[src/hw/rtl/cit_pkg.sv]
package cit_pkg;

    typedef enum logic [1:0] {
        FUNC_READ  = 2'd0,
        FUNC_WRITE = 2'd1,
        FUNC_TICK  = 2'd2,
        FUNC_NONE  = 2'd3
    } t_func;

    typedef struct packed {
        t_func       func;
        logic [3:0]  reg_addr;
        logic [7:0]  write_data;
        logic [15:0] tick_cycles;
    } t_item;

    // register map
    localparam logic [3:0] REG_TA_LO = 4'd4;
    localparam logic [3:0] REG_TA_HI = 4'd5;
    localparam logic [3:0] REG_TB_LO = 4'd6;
    localparam logic [3:0] REG_TB_HI = 4'd7;
    localparam logic [3:0] REG_ICR   = 4'd13;
    localparam logic [3:0] REG_CRA   = 4'd14;
    localparam logic [3:0] REG_CRB   = 4'd15;

    // configuration register indexes
    localparam logic CFG_UNIT_IS_SECOND = 1'b0;
    localparam logic CFG_IRQ_ENABLE     = 1'b1;

    // timer B count sources
    localparam logic [1:0] SRC_CYCLES = 2'd0;
    localparam logic [1:0] SRC_CHAIN  = 2'd2;

endpackage

[src/hw/rtl/complex_interface_timer_pair_unit.sv]
// Pipeline: an input transfer loads the input register, and the item moves on into the result
// register once that is free or being taken (input register, result register).
// Throughput: one item per cycle while the result side does not stall; the timer state update is
// a single compare/subtract pass between the input register and the result register.
// Reset: synchronous, active low; clears all timer state, flags and register bytes,
// sets irq_enable to 1 and unit_is_second to 0. No clearing pass.
module complex_interface_timer_pair_unit (
    input  logic        i_clk,
    input  logic        i_rst_n,
    input  logic        i_in_valid,
    output logic        o_in_ready,
    input  logic [1:0]  i_func,
    input  logic [3:0]  i_reg_addr,
    input  logic [7:0]  i_write_data,
    input  logic [15:0] i_tick_cycles,
    output logic        o_out_valid,
    input  logic        i_out_ready,
    output logic [7:0]  o_read_data,
    output logic        o_irq_request,
    input  logic        i_cfg_valid,
    output logic        o_cfg_ready,
    input  logic        i_cfg_index,
    input  logic        i_cfg_data
);

    logic            r_in_valid;
    cit_pkg::t_item  r_in_item;
    logic            r_out_valid;
    logic [7:0]      r_read_data;
    logic            r_irq_request;
    cit_pkg::t_func  r_out_func;
    logic            w_advance;
    logic [7:0]      w_read_data;
    logic            w_irq_request;

    assign w_advance   = r_in_valid && (!r_out_valid || i_out_ready);
    assign o_in_ready  = !r_in_valid || w_advance;
    assign o_cfg_ready = 1'b1;

    always_ff @(posedge i_clk) begin
        if (!i_rst_n) begin
            r_in_valid  <= 1'b0;
            r_out_valid <= 1'b0;
        end else begin
            if (i_in_valid && o_in_ready) begin
                r_in_valid <= 1'b1;
            end else if (w_advance) begin
                r_in_valid <= 1'b0;
            end
            if (w_advance) begin
                r_out_valid <= 1'b1;
            end else if (i_out_ready) begin
                r_out_valid <= 1'b0;
            end
        end
        if (i_in_valid && o_in_ready) begin
            r_in_item <= '{func: cit_pkg::t_func'(i_func), reg_addr: i_reg_addr,
                           write_data: i_write_data, tick_cycles: i_tick_cycles};
        end
        if (w_advance) begin
            r_read_data   <= w_read_data;
            r_irq_request <= w_irq_request;
            r_out_func    <= r_in_item.func;
        end
    end

    cit_core u_core (
        .i_clk         (i_clk),
        .i_rst_n       (i_rst_n),
        .i_fire        (w_advance),
        .i_item        (r_in_item),
        .i_cfg_we      (i_cfg_valid),
        .i_cfg_index   (i_cfg_index),
        .i_cfg_data    (i_cfg_data),
        .o_read_data   (w_read_data),
        .o_irq_request (w_irq_request)
    );

    assign o_out_valid   = r_out_valid;
    assign o_read_data   = r_read_data;
    assign o_irq_request = r_irq_request;

    // a held input item is neither dropped nor altered while the result side stalls
    a_in_hold: assert property (@(posedge i_clk) disable iff (!i_rst_n)
        r_in_valid && !w_advance |=> r_in_valid && $stable(r_in_item))
        else $error("input item lost while stalled");

    // interrupt request only on a tick result
    a_irq_tick: assert property (@(posedge i_clk) disable iff (!i_rst_n)
        o_out_valid && o_irq_request |-> r_out_func == cit_pkg::FUNC_TICK)
        else $error("irq on non-tick result");

    // read data only on a read result
    a_rd_read: assert property (@(posedge i_clk) disable iff (!i_rst_n)
        o_out_valid && (o_read_data != 8'd0) |-> r_out_func == cit_pkg::FUNC_READ)
        else $error("read data on non-read result");

endmodule

[src/hw/rtl/cit_core.sv]
module cit_core (
    input  logic           i_clk,
    input  logic           i_rst_n,
    input  logic           i_fire,
    input  cit_pkg::t_item i_item,
    input  logic           i_cfg_we,
    input  logic           i_cfg_index,
    input  logic           i_cfg_data,
    output logic [7:0]     o_read_data,
    output logic           o_irq_request
);

    logic [7:0]  r_reg_bytes [16];
    logic [7:0]  n_reg_bytes [16];
    logic [15:0] r_count_a, n_count_a, r_reload_a, n_reload_a;
    logic [15:0] r_count_b, n_count_b, r_reload_b, n_reload_b;
    logic        r_enabled_a, n_enabled_a, r_enabled_b, n_enabled_b;
    logic        r_single_shot_a, n_single_shot_a, r_single_shot_b, n_single_shot_b;
    logic        r_counts_cycles_a, n_counts_cycles_a;
    logic [1:0]  r_source_mode_b, n_source_mode_b;
    logic [1:0]  r_uf_flags, n_uf_flags;
    logic        r_alarm, n_alarm;
    logic        r_unit_is_second, r_irq_enable;

    logic w_tick;
    logic w_uf_a;
    logic w_chain;
    logic w_uf_b;

    // a tick underflows a timer when 0 < count <= cycles
    assign w_tick  = i_fire && (i_item.func == cit_pkg::FUNC_TICK) && !r_unit_is_second;
    assign w_uf_a  = w_tick && r_counts_cycles_a && (r_count_a != 16'd0)
                     && (r_count_a <= i_item.tick_cycles);
    assign w_chain = w_uf_a && (r_source_mode_b == cit_pkg::SRC_CHAIN);
    assign w_uf_b  = (w_chain && (r_count_b == 16'd1))
                     || (w_tick && (r_source_mode_b == cit_pkg::SRC_CYCLES)
                         && (r_count_b != 16'd0) && (r_count_b <= i_item.tick_cycles));

    always_comb begin
        n_reg_bytes       = r_reg_bytes;
        n_count_a         = r_count_a;
        n_reload_a        = r_reload_a;
        n_count_b         = r_count_b;
        n_reload_b        = r_reload_b;
        n_enabled_a       = r_enabled_a;
        n_enabled_b       = r_enabled_b;
        n_single_shot_a   = r_single_shot_a;
        n_single_shot_b   = r_single_shot_b;
        n_counts_cycles_a = r_counts_cycles_a;
        n_source_mode_b   = r_source_mode_b;
        n_uf_flags        = r_uf_flags;
        n_alarm           = r_alarm;
        o_read_data       = 8'd0;
        o_irq_request     = 1'b0;

        if (i_fire) begin
            unique case (i_item.func)
                cit_pkg::FUNC_READ: begin
                    case (i_item.reg_addr)
                        cit_pkg::REG_TA_LO: o_read_data = r_count_a[7:0];
                        cit_pkg::REG_TA_HI: o_read_data = r_count_a[15:8];
                        cit_pkg::REG_TB_LO: o_read_data = r_count_b[7:0];
                        cit_pkg::REG_TB_HI: o_read_data = r_count_b[15:8];
                        cit_pkg::REG_ICR: begin
                            // read clears the flags
                            o_read_data = {5'd0, r_alarm, r_uf_flags};
                            n_uf_flags  = 2'd0;
                            n_alarm     = 1'b0;
                        end
                        default: o_read_data = r_reg_bytes[i_item.reg_addr];
                    endcase
                end
                cit_pkg::FUNC_WRITE: begin
                    case (i_item.reg_addr)
                        cit_pkg::REG_TA_LO: n_reload_a[7:0]  = i_item.write_data;
                        cit_pkg::REG_TA_HI: n_reload_a[15:8] = i_item.write_data;
                        cit_pkg::REG_TB_LO: n_reload_b[7:0]  = i_item.write_data;
                        cit_pkg::REG_TB_HI: n_reload_b[15:8] = i_item.write_data;
                        cit_pkg::REG_ICR: begin
                            if (i_item.write_data[0]) n_enabled_a = i_item.write_data[7];
                            if (i_item.write_data[1]) n_enabled_b = i_item.write_data[7];
                        end
                        cit_pkg::REG_CRA: begin
                            n_enabled_a       = i_item.write_data[0];
                            n_single_shot_a   = i_item.write_data[3];
                            if (i_item.write_data[4]) n_count_a = r_reload_a;
                            n_counts_cycles_a = !i_item.write_data[5];
                        end
                        cit_pkg::REG_CRB: begin
                            n_enabled_b     = i_item.write_data[0];
                            n_single_shot_b = i_item.write_data[3];
                            if (i_item.write_data[4]) n_count_b = r_reload_b;
                            n_source_mode_b = i_item.write_data[6:5];
                            n_alarm         = i_item.write_data[7];
                        end
                        default: ;
                    endcase
                    n_reg_bytes[i_item.reg_addr] = i_item.write_data;
                end
                cit_pkg::FUNC_TICK: begin
                    if (w_tick && r_counts_cycles_a) begin
                        if (w_uf_a) begin
                            o_irq_request             = r_enabled_a && r_irq_enable;
                            n_uf_flags[0]             = 1'b1;
                            n_reg_bytes[cit_pkg::REG_ICR][0] = 1'b1;
                            n_count_a                 = r_reload_a;
                            if (r_single_shot_a) n_enabled_a = 1'b0;
                        end else begin
                            n_count_a = r_count_a - i_item.tick_cycles;
                        end
                    end
                    if (w_uf_b) begin
                        n_uf_flags[1]             = 1'b1;
                        n_reg_bytes[cit_pkg::REG_ICR][1] = 1'b1;
                        n_count_b                 = r_reload_b;
                        if (r_single_shot_b) n_enabled_b = 1'b0;
                    end else if (w_chain) begin
                        n_count_b = r_count_b - 16'd1;
                    end else if (w_tick && (r_source_mode_b == cit_pkg::SRC_CYCLES)) begin
                        n_count_b = r_count_b - i_item.tick_cycles;
                    end
                end
                cit_pkg::FUNC_NONE: ;
            endcase
        end
    end

    always_ff @(posedge i_clk) begin
        if (!i_rst_n) begin
            for (int i = 0; i < 16; i++) begin
                r_reg_bytes[i] <= 8'd0;
            end
            r_count_a         <= 16'd0;
            r_reload_a        <= 16'd0;
            r_count_b         <= 16'd0;
            r_reload_b        <= 16'd0;
            r_enabled_a       <= 1'b0;
            r_enabled_b       <= 1'b0;
            r_single_shot_a   <= 1'b0;
            r_single_shot_b   <= 1'b0;
            r_counts_cycles_a <= 1'b0;
            r_source_mode_b   <= 2'd0;
            r_uf_flags        <= 2'd0;
            r_alarm           <= 1'b0;
            r_unit_is_second  <= 1'b0;
            r_irq_enable      <= 1'b1;
        end else begin
            r_reg_bytes       <= n_reg_bytes;
            r_count_a         <= n_count_a;
            r_reload_a        <= n_reload_a;
            r_count_b         <= n_count_b;
            r_reload_b        <= n_reload_b;
            r_enabled_a       <= n_enabled_a;
            r_enabled_b       <= n_enabled_b;
            r_single_shot_a   <= n_single_shot_a;
            r_single_shot_b   <= n_single_shot_b;
            r_counts_cycles_a <= n_counts_cycles_a;
            r_source_mode_b   <= n_source_mode_b;
            r_uf_flags        <= n_uf_flags;
            r_alarm           <= n_alarm;
            if (i_cfg_we) begin
                if (i_cfg_index == cit_pkg::CFG_UNIT_IS_SECOND) r_unit_is_second <= i_cfg_data;
                if (i_cfg_index == cit_pkg::CFG_IRQ_ENABLE)     r_irq_enable     <= i_cfg_data;
            end
        end
    end

endmodule

[config.mk]
export PLATFORM = sky130hd
export DESIGN_NAME = complex_interface_timer_pair_unit
export DESIGN_NICKNAME = d
export VERILOG_FILES = /design/src/hw/rtl/cit_pkg.sv /design/src/hw/rtl/complex_interface_timer_pair_unit.sv /design/src/hw/rtl/cit_core.sv
export SDC_FILE = /design/constraint.sdc
export NUM_CORES = 1
export LEC_CHECK = 0
export BUFFER_PORTS_ARGS = -buffer_cell sky130_fd_sc_hd__buf_2
export CAP_MARGIN = 25
export CORE_UTILIZATION = 35
export DETAILED_ROUTE_END_ITERATION = 10
export SYNTH_ARGS = -nofsm -noshare
export SYNTH_HDL_FRONTEND = slang
export SYNTH_HIERARCHICAL = 1
export SYNTH_SLANG_ARGS = --single-unit
export TNS_END_PERCENT = 50
[constraint.sdc]
create_clock -name i_clk -period 4.8 [get_ports i_clk]
set_input_delay 1.44 -clock i_clk [delete_from_list [all_inputs] [get_ports i_clk]]
set_output_delay 1.44 -clock i_clk [all_outputs]
set_load 0.01 [all_outputs]
==> impl_metrics.tcl <==
set metrics [dict create \
    multiInputGateArea_sq_um 5880 \
    cts_tree "yes" \
    p_leak_nw 4.57 \
    rr_worst_depth 10 \
    power_switching_w 0.00102 \
    synth_edf_count 39 \
    period_share_pct 82.6 \
    dieWidth_um 177 \
    cts_resized 0 \
    fp.coreArea_sq_um 29900 \
    stdcell_area_sq_um 12200 \
    synth_top_area_share_pct 30.6 \
    comb_power_share_pct 9.1 \
    maxCapViolCount 0 \
    netlist_instances 1171 \
    drt_first_pass_iters 8 \
    initial_core_util_pct 36.0 \
    gp_congestion 0.906 \
    drc 0 \
    max_stage_delay_ns 0.81 \
    die_area_sq_um 31400 \
    ys_warn_count 6 \
    cp-end-kind "flop" \
    synth_area_sq_um 10700 \
    irDropWorstVdd_mv 0.217 \
    min_from "u_core/r_reg_bytes[104]$_SDFFE_PN0P_" \
    ios 49 \
    ff2ff_setup_slack_ns 0.83 \
    fin_worst_skew_ns 0.0121 \
    worstReg2RegStart "r_in_item[0]$_DFFE_PP_" \
    crit_chain "ha_1 -> fa_1 -> nand2b_1 -> a211oi_1 -> o211ai_1 -> a31oi_4 -> or2_1 -> o21a_1 -> nor3b_1 -> a211o_1" \
    cp-start-kind "flop" \
    synth-main-ff-cell "dfxtp_1" \
    crit_slowest_cell "o21a_1" \
    drt_iter0_markers 852 \
    async_flop_share_pct 0 \
    internal_power_w 0.00303 \
    fmax_ghz 0.252 \
    path_max_fanout 16 \
    cp.arrival_ns 4.38 \
    antenna_found_initial 0 \
    maxSlewViolCount 0 \
    clockBufferDepth 3 \
    layout_min_cycle_time_ns 3.97 \
    final_layout_size_suffix_gt1_share_pct 13.0 \
    yosys.area.top_type "dfxtp_1" \
    cp_data_required_time_ns 5.22 \
    clk_latency_ns 0.53 \
    yosysSeqAreaShare_pct 41.5 \
    pwr-share-clk_pct 46.2 \
    final-setup-viol-count 0 \
    whs_path_depth 2 \
    setup_tns_ns 0 \
    yosysUniqueCellTypes 72 \
    rsz0062_at_grt "no" \
    grt_pass1_vias 8085 \
    ys_seq_elements 203 \
    critical_path_class "flop to flop" \
    cts_setup_buffers 0 \
    placed_cells 1550 \
    synth.net_count 1247 \
    cts_hold_buf 0 \
    p_per_area_nw_per_um2 334 \
    synth_common_cells "164 x dfxtp_1, 150 x nand2_1, 119 x nor2_1" \
    nets 1262 \
    post_dp_cell_area_sq_um 11300 \
    post-synth-top-count-cell "dfxtp_1" \
    status "completed" \
    syn_avg_cell_area_sq_um 9.17 \
    seq_power_share_pct 44.7 \
    path_clk_slew_ns 0.06 \
    hold_end "u_core/r_reg_bytes[104]$_SDFFE_PN0P_" \
    cts-buffers-inserted 24 \
    dr_total_vias 8733 \
    cts_root_buffer "clkbuf_16" \
    insertedDiodeCount 0 \
    finalHoldViolCount 0 \
    worst_pin_slew_ns 1.03 \
    p_sw_share_pct 25.2 \
    core.rowCount 63 \
    seq_area_sq_um 4450 \
    htreeDepth 1 \
    nFillCells 2974 \
    grt_max_degree 98 \
    gr-total-overflow 0 \
    grt_usage_pct 19.7 \
    io_buffers 47 \
    synthToLayoutAreaGrowth_pct 13.2 \
    wl_per_cell_um 19.5 \
    grt_first_pass_wirelength_um 47600 \
    cts.sinks 203 \
    instances_no_fill 1593 \
    relSlewSlack_pct 31.4 \
    synth.area.top_cells "dfxtp_1 31%, edfxtp_1 11%, mux2i_1 9.6%" \
    detail-route-antenna-nets 0 \
    place_hpwl_um 21600 \
    hold_class "flop to flop" \
    fp.dieH_um 177 \
    vias_per_cell 5.48 \
    r2r_end "u_core/r_count_b[15]$_SDFFE_PN0P_" \
    wirelength_um 31100 \
]
[cell type report]
cell class | instances | area share, %
multi-input cells | 861 | 48.4
flip-flops and latches | 203 | 36.7
clock buffers | 36 | 6.43
well taps | 390 | 4.02
repair buffers | 67 | 3.17
inverters | 29 | 0.906
clock inverters | 7 | 0.412
[cells by family after synthesis]
kind of cell    synth area share [%]
xor+xnor                        3.10
simple gates                    17.4
flops                           41.5
buf+inv                         3.98
other cells                   0.0349
fa+ha+maj                       4.68
mux                             15.6
compound gates                  13.7
[state kept, by name, summed over array words and instances (netlist names), 2 cells and up]
signal                  cells
u_core/r_count_a           16
o_read_data                 8
u_core/r_source_mode_b      2
u_core/r_reload_a          15
u_core/r_reg_bytes         97
r_in_item                  30
u_core/r_reload_b           8
u_core/r_count_b           16
u_core/r_uf_flags           2
[how the worst max path moves through the flow]
| stage | slack, ns | startpoint | end | cells past startpoint |
|---|---|---|---|---|
| floorplan | 0.74 | i_out_ready | u_core/r_count_b[1]$_SDFFE_PN0P_ | 11 |
| global placement | 0.66 | i_out_ready | u_core/r_count_b[1]$_SDFFE_PN0P_ | 10 |
| detailed placement | 0.58 | i_out_ready | u_core/r_count_b[15]$_SDFFE_PN0P_ | 10 |
| CTS | 0.89 | r_in_item[0]$_DFFE_PP_ | u_core/r_count_b[15]$_SDFFE_PN0P_ | 10 |
| global route | 0.69 | r_in_item[0]$_DFFE_PP_ | u_core/r_count_b[1]$_SDFFE_PN0P_ | 10 |
| finish | 0.83 | r_in_item[0]$_DFFE_PP_ | u_core/r_count_b[15]$_SDFFE_PN0P_ | 10 |
[worst max-delay path, delay by kind of cell (launching register included)]
kind                     cells  cell delay [ns]
AO/OA/AOI/OAI                5             2.01
AND/OR/NAND/NOR              3             0.73
flip-flops                   1             0.43
adder cells (fa/ha/maj)      2             0.67
[layout by cell type (no fill, tap or decap), types with 3 or more instances in the layout]
master / count
nand4_1: 7
clkbuf_1: 4
nor4_1: 11
o21a_1: 5
dfxtp_1: 164
mux2_2: 3
clkbuf_8: 3
clkinv_2: 5
inv_1: 28
or3_1: 4
o21ai_1: 6
nor2_1: 119
o211ai_1: 4
xor2_1: 16
nand2_1: 150
nor3_1: 20
a2111oi_0: 3
a21o_1: 6
ha_1: 37
nand3_1: 40
a21oi_1: 115
and2_1: 4
mux4_2: 27
xnor2_1: 22
nor2b_1: 12
nand2b_1: 19
o2bb2ai_1: 13
o21ai_0: 40
or4_1: 4
o22ai_1: 9
buf_4: 20
edfxtp_1: 39
buf_2: 47
a211oi_1: 7
clkbuf_16: 29
a31oi_1: 3
nand4b_1: 3
mux2i_1: 103
[per-stage QoR]
step	utilization, %	setup WS [ns]	hold WS (ns)	power, W
CTS	40.7	0.887	0.454	0.00409
finish	40.7	0.834	0.453	0.00406
floorplan	-	0.735	0.433	0.00210
detailed placement	37.9	0.575	0.446	0.00222
global placement	37.9	0.663	0.441	0.00221
global route	40.7	0.690	0.477	0.00421
[per-layer routing]
layer  part of all wire, %  wire length (um)  GRT usage, %  up-vias
met5                     0                 0             0        -
met3                   6.4              1980          2.38       52
met2                    43             13300          29.6      322
met1                    48             14800          28.8     4161
met4                   3.0               947          7.04        0
li1                      -                 -             -     4198
[power groups by stage]
stage | Clock [W] | Combinational (W) | Sequential, W
CTS | 0.00191 | 0.000368 | 0.00181
global route | 0.00199 | 0.000402 | 0.00182
detailed placement | 0 | 0.000366 | 0.00185
finish | 0.00187 | 0.000369 | 0.00181
global placement | 0 | 0.000365 | 0.00185
floorplan | 0 | 0.000275 | 0.00182
No activity file was read; power rests on OpenSTA's default activity.
